===== src/design/i2cm_pkg.sv =====
package i2cm_pkg;

  typedef enum logic [2:0] {
    ACT_TICK     = 3'd0,
    ACT_START    = 3'd1,
    ACT_RESTART  = 3'd2,
    ACT_STOP     = 3'd3,
    ACT_WRITE    = 3'd4,
    ACT_READ     = 3'd5,
    ACT_SEND_ACK = 3'd6,
    ACT_READ_ACK = 3'd7
  } act_t;

  typedef enum logic [1:0] {
    REG_BIT_PHASE  = 2'd0,
    REG_START_HOLD = 2'd1,
    REG_ACK_SETUP  = 2'd2,
    REG_NONE       = 2'd3
  } reg_idx_t;

  localparam int unsigned ADDR_W = 4;
  localparam int unsigned DATA_W = 32;

  localparam logic [7:0] BIT_PHASE_RST  = 8'd1;
  localparam logic [7:0] START_HOLD_RST = 8'd5;
  localparam logic [7:0] ACK_SETUP_RST  = 8'd3;

  typedef struct packed {
    logic [2:0] action;
    logic [7:0] write_data;
    logic       ack_drive;
    logic       sda_in;
  } in_word_t;

  typedef struct packed {
    logic       scl_level;
    logic       sda_level;
    logic       busy_res;
    logic       done_res;
    logic [7:0] read_data;
    logic       ack_seen;
  } out_word_t;

  typedef struct packed {
    logic [7:0] bit_phase_ticks;
    logic [7:0] start_hold_ticks;
    logic [7:0] ack_setup_ticks;
  } cfg_t;

  // A phase length of zero counts as a single tick.
  function automatic logic [7:0] load_ticks(input logic [7:0] n);
    load_ticks = (n == 8'd0) ? 8'd1 : n;
  endfunction

endpackage


===== src/design/i2cm_cfg_regs.sv =====
module i2cm_cfg_regs
  import i2cm_pkg::*;
(
  input  logic              clk,
  input  logic              rst_n,
  input  logic              psel,
  input  logic              penable,
  input  logic              pwrite,
  input  logic [ADDR_W-1:0] paddr,
  input  logic [DATA_W-1:0] pwdata,
  output logic [DATA_W-1:0] prdata,
  output logic              pready,
  output cfg_t              cfg
);

  cfg_t     cfg_r;
  cfg_t     cfg_nxt;
  reg_idx_t idx;
  logic     wr_en;

  assign idx    = reg_idx_t'(paddr[ADDR_W-1:2]);
  assign wr_en  = psel && penable && pwrite;
  assign pready = 1'b1;
  assign cfg    = cfg_r;

  always_comb begin
    cfg_nxt = cfg_r;
    if (wr_en) begin
      unique case (idx)
        REG_BIT_PHASE:  cfg_nxt.bit_phase_ticks  = pwdata[7:0];
        REG_START_HOLD: cfg_nxt.start_hold_ticks = pwdata[7:0];
        REG_ACK_SETUP:  cfg_nxt.ack_setup_ticks  = pwdata[7:0];
        default: ;
      endcase
    end
  end

  always_comb begin
    unique case (idx)
      REG_BIT_PHASE:  prdata = {{(DATA_W-8){1'b0}}, cfg_r.bit_phase_ticks};
      REG_START_HOLD: prdata = {{(DATA_W-8){1'b0}}, cfg_r.start_hold_ticks};
      REG_ACK_SETUP:  prdata = {{(DATA_W-8){1'b0}}, cfg_r.ack_setup_ticks};
      default:        prdata = '0;
    endcase
  end

  always_ff @(posedge clk) begin
    if (!rst_n) begin
      cfg_r.bit_phase_ticks  <= BIT_PHASE_RST;
      cfg_r.start_hold_ticks <= START_HOLD_RST;
      cfg_r.ack_setup_ticks  <= ACK_SETUP_RST;
    end else begin
      cfg_r <= cfg_nxt;
    end
  end

endmodule


===== src/design/i2cm_core.sv =====
module i2cm_core
  import i2cm_pkg::*;
(
  input  logic      clk,
  input  logic      rst_n,
  input  logic      accept,
  input  in_word_t  item,
  input  cfg_t      cfg,
  output out_word_t result
);

  act_t       kind_r,  kind_nxt;
  logic [2:0] step_r,  step_nxt;
  logic [2:0] bidx_r,  bidx_nxt;
  logic [7:0] tick_r,  tick_nxt;
  logic [7:0] shift_r, shift_nxt;
  logic       scl_r,   scl_nxt;
  logic       sda_r,   sda_nxt;
  logic       ack_r,   ack_nxt;
  logic [7:0] rx_r,    rx_nxt;
  logic       finish;
  act_t       act;
  logic [7:0] tb;
  logic [7:0] ts;

  assign act = act_t'(item.action);
  assign tb  = load_ticks(cfg.bit_phase_ticks);
  assign ts  = load_ticks(cfg.start_hold_ticks);

  always_comb begin
    kind_nxt  = kind_r;
    step_nxt  = step_r;
    bidx_nxt  = bidx_r;
    tick_nxt  = tick_r;
    shift_nxt = shift_r;
    scl_nxt   = scl_r;
    sda_nxt   = sda_r;
    ack_nxt   = ack_r;
    rx_nxt    = rx_r;
    finish    = 1'b0;

    if (kind_r == ACT_TICK) begin
      if (act != ACT_TICK) begin
        kind_nxt = act;
        step_nxt = 3'd0;
        bidx_nxt = 3'd0;
        unique case (act)
          ACT_START: begin
            scl_nxt = 1'b1; sda_nxt = 1'b1; tick_nxt = ts;
          end
          ACT_RESTART: begin
            scl_nxt = 1'b0; sda_nxt = 1'b1; tick_nxt = ts;
          end
          ACT_STOP: begin
            scl_nxt = 1'b0; sda_nxt = 1'b0; tick_nxt = tb;
          end
          ACT_WRITE: begin
            scl_nxt = 1'b0; shift_nxt = item.write_data; tick_nxt = tb;
          end
          ACT_READ: begin
            scl_nxt = 1'b0; sda_nxt = 1'b1; shift_nxt = 8'd0; tick_nxt = tb;
          end
          ACT_SEND_ACK: begin
            scl_nxt   = 1'b0;
            shift_nxt = {7'd0, item.ack_drive};
            tick_nxt  = load_ticks(cfg.ack_setup_ticks);
          end
          default: begin
            scl_nxt = 1'b0; sda_nxt = 1'b1; tick_nxt = tb;
          end
        endcase
      end
    end else if (act == ACT_TICK) begin
      if (tick_r > 8'd1) begin
        tick_nxt = tick_r - 8'd1;
      end else begin
        tick_nxt = 8'd0;
        step_nxt = step_r + 3'd1;
        unique case (kind_r)
          ACT_START: begin
            if (step_nxt == 3'd1) begin
              sda_nxt = 1'b0; tick_nxt = ts;
            end else if (step_nxt == 3'd2) begin
              scl_nxt = 1'b0; tick_nxt = ts;
            end else begin
              finish = 1'b1;
            end
          end
          ACT_RESTART: begin
            if (step_nxt == 3'd1) begin
              scl_nxt = 1'b1; tick_nxt = ts;
            end else if (step_nxt == 3'd2) begin
              sda_nxt = 1'b0; tick_nxt = ts;
            end else begin
              finish = 1'b1;
            end
          end
          ACT_STOP: begin
            if (step_nxt == 3'd1) begin
              scl_nxt = 1'b1; tick_nxt = tb;
            end else if (step_nxt == 3'd2) begin
              sda_nxt = 1'b1; tick_nxt = tb;
            end else begin
              finish = 1'b1;
            end
          end
          ACT_WRITE: begin
            if (step_nxt == 3'd4 && bidx_r == 3'd7) begin
              sda_nxt = 1'b1;
              finish  = 1'b1;
            end else begin
              if (step_nxt == 3'd4) begin
                bidx_nxt = bidx_r + 3'd1;
                step_nxt = 3'd1;
              end
              if (step_nxt == 3'd1) begin
                sda_nxt   = shift_r[7];
                shift_nxt = {shift_r[6:0], 1'b0};
              end else if (step_nxt == 3'd2) begin
                scl_nxt = 1'b1;
              end else begin
                scl_nxt = 1'b0;
              end
              tick_nxt = tb;
            end
          end
          ACT_READ: begin
            if (step_nxt == 3'd1) begin
              scl_nxt = 1'b1; tick_nxt = tb;
            end else if (step_nxt == 3'd2) begin
              shift_nxt = {shift_r[6:0], item.sda_in};
              tick_nxt  = tb;
            end else begin
              scl_nxt = 1'b0;
              if (bidx_r == 3'd7) begin
                rx_nxt = shift_r;
                finish = 1'b1;
              end else begin
                bidx_nxt = bidx_r + 3'd1;
                step_nxt = 3'd0;
                sda_nxt  = 1'b1;
                tick_nxt = tb;
              end
            end
          end
          ACT_SEND_ACK: begin
            if (step_nxt == 3'd1) begin
              sda_nxt = ~shift_r[0]; tick_nxt = tb;
            end else if (step_nxt == 3'd2) begin
              scl_nxt = 1'b1; tick_nxt = tb;
            end else if (step_nxt == 3'd3) begin
              scl_nxt = 1'b0; tick_nxt = tb;
            end else begin
              finish = 1'b1;
            end
          end
          ACT_READ_ACK: begin
            if (step_nxt == 3'd1) begin
              scl_nxt = 1'b1; tick_nxt = tb;
            end else if (step_nxt == 3'd2) begin
              ack_nxt = item.sda_in; scl_nxt = 1'b0; tick_nxt = tb;
            end else begin
              finish = 1'b1;
            end
          end
          default: finish = 1'b1;
        endcase
        if (finish) begin
          kind_nxt = ACT_TICK;
          step_nxt = 3'd0;
          bidx_nxt = 3'd0;
          tick_nxt = 8'd0;
        end
      end
    end
  end

  always_comb begin
    result.scl_level = scl_nxt;
    result.sda_level = sda_nxt;
    result.busy_res  = (kind_nxt != ACT_TICK);
    result.done_res  = finish;
    result.read_data = rx_nxt;
    result.ack_seen  = ack_nxt;
  end

  always_ff @(posedge clk) begin
    if (!rst_n) begin
      kind_r  <= ACT_TICK;
      step_r  <= 3'd0;
      bidx_r  <= 3'd0;
      tick_r  <= 8'd0;
      shift_r <= 8'd0;
      scl_r   <= 1'b1;
      sda_r   <= 1'b1;
      ack_r   <= 1'b0;
      rx_r    <= 8'd0;
    end else if (accept) begin
      kind_r  <= kind_nxt;
      step_r  <= step_nxt;
      bidx_r  <= bidx_nxt;
      tick_r  <= tick_nxt;
      shift_r <= shift_nxt;
      scl_r   <= scl_nxt;
      sda_r   <= sda_nxt;
      ack_r   <= ack_nxt;
      rx_r    <= rx_nxt;
    end
  end

endmodule


===== src/design/i2c_master_bit_engine.sv =====
// I2C master bit engine. Each input word is either a command (start, repeated
// start, stop, write byte, read byte, send acknowledge, read acknowledge) or
// one tick of time, and each accepted word gives exactly one result word with
// the SCL and SDA drive levels, busy, a one-word done pulse, the last received
// byte and the last sampled acknowledge. Commands that arrive while a sequence
// runs are ignored. The block takes one word per clock cycle: the sequencer
// state is updated in the cycle of acceptance and the result word sits in an
// output register, so a new word is taken whenever that register is empty or
// is being read out in the same cycle. Phase lengths come from three 8-bit
// registers on the APB port at byte addresses 0, 4 and 8; a value of zero
// counts as one tick.
module i2c_master_bit_engine
  import i2cm_pkg::*;
(
  input  logic              clk,
  input  logic              rst_n,
  input  logic              in_valid,
  output logic              in_stall,
  input  in_word_t          in_data,
  output logic              out_valid,
  input  logic              out_stall,
  output out_word_t         out_data,
  input  logic              psel,
  input  logic              penable,
  input  logic              pwrite,
  input  logic [ADDR_W-1:0] paddr,
  input  logic [DATA_W-1:0] pwdata,
  output logic [DATA_W-1:0] prdata,
  output logic              pready
);

  cfg_t      cfg;
  out_word_t result;
  out_word_t out_data_r;
  logic      out_valid_r;
  logic      out_valid_nxt;
  logic      accept;

  assign in_stall = out_valid_r && out_stall;
  assign accept   = in_valid && !in_stall;

  i2cm_cfg_regs u_cfg (
    .clk     (clk),
    .rst_n   (rst_n),
    .psel    (psel),
    .penable (penable),
    .pwrite  (pwrite),
    .paddr   (paddr),
    .pwdata  (pwdata),
    .prdata  (prdata),
    .pready  (pready),
    .cfg     (cfg)
  );

  i2cm_core u_core (
    .clk    (clk),
    .rst_n  (rst_n),
    .accept (accept),
    .item   (in_data),
    .cfg    (cfg),
    .result (result)
  );

  always_comb begin
    if (accept) begin
      out_valid_nxt = 1'b1;
    end else if (!out_stall) begin
      out_valid_nxt = 1'b0;
    end else begin
      out_valid_nxt = out_valid_r;
    end
  end

  always_ff @(posedge clk) begin
    if (!rst_n) begin
      out_valid_r <= 1'b0;
    end else begin
      out_valid_r <= out_valid_nxt;
    end
  end

  always_ff @(posedge clk) begin
    if (accept) begin
      out_data_r <= result;
    end
  end

  assign out_valid = out_valid_r;
  assign out_data  = out_data_r;

endmodule


===== config.mk =====
export PLATFORM = sky130hd
export DESIGN_NAME = i2c_master_bit_engine
export DESIGN_NICKNAME = d
export VERILOG_FILES = /design/src/design/i2cm_pkg.sv /design/src/design/i2cm_cfg_regs.sv /design/src/design/i2cm_core.sv /design/src/design/i2c_master_bit_engine.sv
export SDC_FILE = /design/constraint.sdc
export NUM_CORES = 1
export LEC_CHECK = 0
export BUFFER_PORTS_ARGS = -buffer_cell sky130_fd_sc_hd__buf_2
export CAP_MARGIN = 30
export CORE_MARGIN = 3
export CORE_UTILIZATION = 45
export DETAILED_ROUTE_END_ITERATION = 10
export MAX_ROUTING_LAYER = met4
export PLACE_DENSITY = 0.71
export SLEW_MARGIN = 20
export SYNTH_ARGS = -nofsm -noshare
export SYNTH_HDL_FRONTEND = slang
export SYNTH_SLANG_ARGS = --single-unit

===== constraint.sdc =====
create_clock -name clk -period 2.7 [get_ports clk]
set_input_delay 0.27 -clock clk [delete_from_list [all_inputs] [get_ports clk]]
set_output_delay 0.27 -clock clk [all_outputs]
set_load 0.02 [all_outputs]

Yosys cells after proc, flatten, opt, wreduce, memory -nomap -nowiden --
Index checks and enable logic that the tools add are counted.
Word-level totals: flip-flop bits (word level) 74, latch bits 0, memory bits (writable) 0, memory bits (read-only) 0, input bits 56, output and inout port bits 48, logic and storage cells 217, memories 0
Operators by class: add/subtract/negate cells 3, $mul 0, divide/modulo/power cells 0, magnitude comparators 1, eq/ne operators 35, shifts and indexed selects 0, muxes and demuxes 126, bitwise gates (word level) 2, reductions and logical operators 31
Operators with widths (count):
- $mux W8 | 34
- $mux W3 | 29
- $mux W1 | 52
- $pmux W8 S3 | 2
- $pmux W8 S5 | 1
- $pmux W8 S2 | 2
- $eq A3 B3 Y1 const B | 9
- $logic_not A8 Y1 | 3
- $eq A3 B2 Y1 const B | 7
- $reduce_and A10 Y1 | 2
- $ne A4 B3 Y1 const B | 4
- $eq A3 B1 Y1 const B | 4
- $pmux W1 S6 | 2
- $pmux W3 S2 | 2
- $reduce_or A2 Y1 | 5
- $reduce_bool A3 Y1 | 3
- $gt A8 B1 Y1 const B | 1
- $sub A8 B1 Y8 const B | 1
- $add A3 B1 Y3 const B | 2
- $logic_not A3 Y1 | 2
- $ne A3 B1 Y1 const B | 2
- $ne A3 B2 Y1 const B | 2
- $reduce_and A2 Y1 | 3
- $logic_and A1 B1 Y1 | 5
- 17 further kinds | 19

Longest topological paths before layout --
word-level depth 16, depth in mapped cells 10, mapped depth without buffers 8

Modules after synthesis --
A second synthesis with hierarchy kept.
Unflattened totals: cell total of the unflattened synthesis 534, area, all modules 4611.9 um2
By module, submodules not included:
- i2cm_core | instances 1, cells each 370, area each 2862.7 um2, seq. area each 720.7 um2
- i2cm_cfg_regs | instances 1, cells each 147, area each 1316.3 um2, seq. area each 480.5 um2
- i2c_master_bit_engine | instances 1, cells each 17, area each 432.9 um2, seq. area each 410.4 um2

Least setup slack after synthesis --
No wires, ideal clock.
path kind reg-to-reg, start register u_core.step_r[0], end register u_core.bidx_r[0], data arrival time 2.793 ns, data required time 2.628 ns, path slack -0.165 ns, cell stages (with the launch flop) 10, buffers on the path 1, clock period less this slack 2.865 ns, path through dfxtp_1 -> ha_1 -> inv_1 -> ha_1 -> clkbuf_1 -> o21a_1 -> a2111oi_1 -> nor3_1 -> a211oi_2 -> mux2i_1
Between the ends: cells in the longest elaborated chain, start to end 13, elaborated cells between the ends (all ways) 29, classes of those cells add/sub: 1; eq/ne: 9; mux: 16; reduce/logical: 3
RTL lines:
- start: declaration | RTL line i2cm_core.sv:13 | logic [2:0] step_r, step_nxt;
- start signal: assignment | RTL line i2cm_core.sv:200 | step_r <= step_nxt;
- $add A3 B1 Y3 * | RTL line i2cm_core.sv:78 | step_nxt = step_r + 3'd1;
- $eq A3 B2 Y1 | RTL line i2cm_core.sv:151 | end else if (step_nxt == 3'd3) begin
- $mux W1 | RTL line i2cm_core.sv:151
- $mux W1 | RTL line i2cm_core.sv:149 | end else if (step_nxt == 3'd2) begin
- $mux W1 | RTL line i2cm_core.sv:147 | if (step_nxt == 3'd1) begin
- $pmux W1 S4 | RTL line i2cm_core.sv:79 | unique case (kind_r)
- $mux W1 | RTL line i2cm_core.sv:74 | if (tick_r > 8'd1) begin
- $mux W1 | RTL line i2cm_core.sv:73 | end else if (act == ACT_TICK) begin
- $mux W1 | RTL line i2cm_core.sv:42 | if (kind_r == ACT_TICK) begin
- $mux W3 | RTL line i2cm_core.sv:168 | if (finish) begin
- $mux W3 | RTL line i2cm_core.sv:74
- $mux W3 | RTL line i2cm_core.sv:73
- $mux W3 | RTL line i2cm_core.sv:42
- end signal: assignment | RTL line i2cm_core.sv:201 | bidx_r <= bidx_nxt;
- end: declaration | RTL line i2cm_core.sv:14 | logic [2:0] bidx_r, bidx_nxt;
Mark *: on every way between the ends. The rest lies on a longest branch, timed or not. The select of a mux whose other input is x is not followed. A chain may end at the register's enable or synchronous reset.

Worst setup path in the final report --
start register u_core.tick_r[4], end register u_core.tick_r[6]
Between the ends: cells in the longest elaborated chain, start to end 4, elaborated cells between the ends (all ways) 5, classes of those cells add/sub: 1; order compare: 1; mux: 3
RTL lines:
- start: declaration | RTL line i2cm_core.sv:15 | logic [7:0] tick_r, tick_nxt;
- start signal: assignment | RTL line i2cm_core.sv:202 | tick_r <= tick_nxt;
- $sub A8 B1 Y8 / $gt A8 B1 Y1 (equally long branches) | RTL line i2cm_core.sv:75, i2cm_core.sv:74
- $mux W8 * | RTL line i2cm_core.sv:74
- $mux W8 * | RTL line i2cm_core.sv:73
- $mux W8 * | RTL line i2cm_core.sv:42
Marked as above.

==> metrics.md <==
| Metric | Value |
|---|---|
| Hpwl dp | 9.42 mm |
| Dpl ws | 0.0775 ns |
| Clock Tree Buf Depth | 2 |
| Layout net count | ~700 |
| Peak Freq | 394 MHz |
| Worst-margin pin slew | 0.707 ns |
| Placement row count | 36 |
| Largest net degree at the start of global routing | 23 |
| Routed vias | between 4k and 5k |
| Share of layout cells above drive strength 1 | around 20% |
| Main combinational cell family by area after synthesis | compound AO/OA/AOI/OAI gates |
| Worst Path Required | 2.95 ns |
| Post-Layout Cell Count | roughly 770 |
| Die width | 109 µm |
| Starting Density | 47.3% |
| Remaining antenna violation count | 0 |
| Dpl cells | around 760 |
| Core Region | ~10000 µm² |
| Combinational Power Share | 27.8% |
| Synth warn | 0 |
| Final period utilization | 93.9% |
| Cells after synthesis | 576 |
| Seq/Total Area, Yosys | 34.1% |
| Setup Crit Path Kind | flop to flop |
| Post-synthesis compound-gate area fraction | 24.2% |
| Flop pwr share | 43.9% |
| Max-slew violations | 0 |
| Post-route minimum period | 2.54 ns |
| Sw frac | a little over a third |
| TritonCTS clock tree | yes |
| Area delta synth->final | 13.4% |
| Max-cap violations | 0 |
| Gr usage total | 22.6% |
| First-pass GRT wire length | 20.8 mm |
| Placed cell area | 5170 µm² |
| Final worst-path setup slack | around 0.16 ns |
| Worst Skew | 0.0165 ns |
| Xor/xnor share of the synthesized area | about 1.3% |
| Fillers | 980 |
| Crit path DAT | 2.79 ns |
| Final setup viols | 0 |
| Startpoint type of the worst setup path | flop |
| Worst VDD drop | 0.252 mV |
| H-tree levels | 3 |
| Synth unique cells | between 60 and 70 |
| Adder-cell share of the synthesized area | between 2 and 3% |
| Outcome | completed |
| Yosys reg bits | 74 |
| Via density | between 5 and 6 |
| EDFF count, synth | 13 |
| HP Class | input pin to flop |
| Routed wire length | 12.8 mm |
| RSZ-0062 raised after global routing | no |
| Top FF cell, synth | dfxtp_1 |
| Syn Area/Cell | 8.22 µm² |
| Post-synthesis mux area share | 8.09% |
| Core Util, Final | 53.7% |
| DIE HEIGHT | 109 µm |
| WL/cell | 16.6 µm |
| 1st-pass router iterations | 5 |
| CTS sink count | 74 |
| Clk Latency, worst-skew pair | 0.36 ns |
| Design Area, Final | between 5000 and 6000 µm² |
| Die area | 11800 µm² |
| CTS root buffer | clkbuf_8 |
| I/O Buffers | 52 |
| Diode count | 0 |
| Initial antenna violation count | 0 |
| Hold Fails Final Rpt | 0 |
| DRC viols | 0 |
| Worst-path clk slew | around 0.080 ns |
| Sw Pwr | 979 µW |
| Pwr dens | 526 nW/µm² |
| Remaining Overflow, GRT | 0 |
| TritonCTS buffer count | 9 |
| Final GP Congestion | 0.939 |
| Crit. End Element | flop |
| Crit path max fanout | 10 |
| Cell Int Power | 1.84 mW |
| Vias in the first global route | 4246 |
| Post-Synth Simple-Gate Area | between 20% and 30% |
| Leak | 2.09 nW |
| Ys async rst share | 0% |
| Slew headroom | 52.8% |
| Initial DRC Count | 298 |
| Clock power share | 28.3% |
| I/O Pins | 104 |
| Total Neg Setup Slack | 0 ns |
| Post-Syn Area | 4730 µm² |
critical path, cell delays in order (launching register included):
cell and delay, ns:
dfxtp_1 0.36, or4_4 0.54, or4_4 0.56, buf_4 0.19
nor4_4 0.25, buf_4 0.21, nor2_2 0.06, o41ai_2 0.27
synthesized netlist by cell type (3+ instances only):
| master | count | area, µm² |
|---|---|---|
| a211oi_1 | 12 | 90.1 |
| a21boi_0 | 7 | 52.6 |
| a21oi_1 | 34 | 170 |
| a22oi_1 | 9 | 67.6 |
| a31oi_1 | 12 | 75.1 |
| a32oi_1 | 5 | 43.8 |
| and2_1 | 8 | 50.1 |
| and3b_1 | 3 | 26.3 |
| buf_1 | 5 | 18.8 |
| buf_4 | 25 | 188 |
| clkbuf_1 | 29 | 109 |
| dfxtp_1 | 61 | 1220 |
| edfxtp_1 | 13 | 390 |
| ha_1 | 11 | 138 |
| inv_1 | 19 | 71.3 |
| mux2_2 | 10 | 113 |
| mux2i_1 | 27 | 270 |
| nand2_1 | 62 | 233 |
| nand2b_1 | 4 | 25.0 |
| nand3_1 | 23 | 115 |
| nand3b_1 | 4 | 30.0 |
| nand4_1 | 3 | 18.8 |
| nor2_1 | 36 | 135 |
| nor2b_1 | 5 | 31.3 |
| nor3_1 | 17 | 85.1 |
| nor3b_1 | 4 | 30.0 |
| nor4_1 | 5 | 31.3 |
| o2111ai_1 | 5 | 43.8 |
| o211ai_1 | 7 | 52.6 |
| o21a_1 | 5 | 37.5 |
| o21ai_0 | 38 | 190 |
| o21ai_1 | 4 | 20.0 |
| o22ai_1 | 7 | 43.8 |
| o31ai_1 | 5 | 37.5 |
| xnor2_1 | 4 | 35.0 |
| xor2_1 | 3 | 26.3 |
power groups by stage:
stage	combinational [mW]	sequential, mW	clock [mW]
floorplan	0.561	1.25	0
global placement	0.749	1.26	0
detailed placement	0.762	1.26	0
CTS	0.767	1.24	0.814
global route	0.854	1.25	0.848
finish	0.784	1.24	0.799
flip-flops by register name (all words and copies together) (netlist names):
register / cells
out_data: 13
out_valid: 1
u_cfg.cfg: 24
u_core.ack_r: 1
u_core.bidx_r: 3
u_core.kind_r: 3
u_core.rx_r: 8
u_core.scl_r: 1
u_core.sda_r: 1
u_core.shift_r: 8
u_core.step_r: 3
u_core.tick_r: 8
placed cells by master (no fill, tap or decap), drive strengths merged, types with 12 or more instances in the layout:
master,netlist,routed
a211oi,13,13
a21oi,34,34
a31oi,12,12
buf,32,86
conb,2,25
dfxtp,61,61
edfxtp,13,13
inv,19,21
mux2i,27,27
nand2,62,62
nand3,23,23
nor2,37,37
nor3,18,18
o21ai,43,43
logic make-up (layout without fill, tap and decap cells):
kind of cell,Yosys count,after routing
AO/OA/AOI/OAI,174,174
multiplexers,37,37
flip-flops,74,74
AND/OR/NAND/NOR,191,191
XOR/XNOR,7,7
other,2,25
adder cells (fa/ha/maj),11,11
buffers and inverters,80,121
per-stage QoR:
stage	power (mW)	hold slack [ns]
floorplan	1.81	0.394
global placement	2.01	0.447
detailed placement	2.02	0.463
CTS	2.82	0.118
global route	2.95	0.143
finish	2.82	0.131
routing by layer:
metal,up-vias,part of all wire (%),track usage (%)
li1,2194,-,-
met1,2163,46,30.1
met2,147,46,35.0
met3,38,5.2,3.10
met4,0,2.9,8.39
met5,-,0,-
repair_timing:
action / CTS / global route
setup endpoints to repair: 0 / 9
hold buffers: 0 / 0
gates resized for setup: 0 / 3
buffers inserted: 0 / 1
cell type report:
| class | instances | area [µm²] | share of cell area (%) |
|---|---|---|---|
| Tap cell | 133 | 166 | 3.10 |
| Multi-Input combinational cell | 445 | 2820 | 52.6 |
| Inverter | 19 | 71.3 | 1.33 |
| Clock inverter | 5 | 37.5 | 0.699 |
| Timing Repair Buffer | 86 | 515 | 9.61 |
| Clock buffer | 11 | 141 | 2.63 |
| Sequential cell | 74 | 1610 | 30.0 |
final timing paths:
kind,from,endpoint,slack [ns],cells past startpoint
max,u_core.tick_r[4]$_SDFFE_PN0P_,u_core.tick_r[6]$_SDFFE_PN0P_,0.16,7
min,in_valid,out_valid$_SDFFE_PN0P_,0.13,2
max reg2reg,u_core.tick_r[4]$_SDFFE_PN0P_,u_core.tick_r[6]$_SDFFE_PN0P_,0.16,7
min reg2reg,u_core.bidx_r[1]$_SDFFE_PN0P_,u_core.bidx_r[1]$_SDFFE_PN0P_,0.47,2
Power figures use the tool's default switching activity.
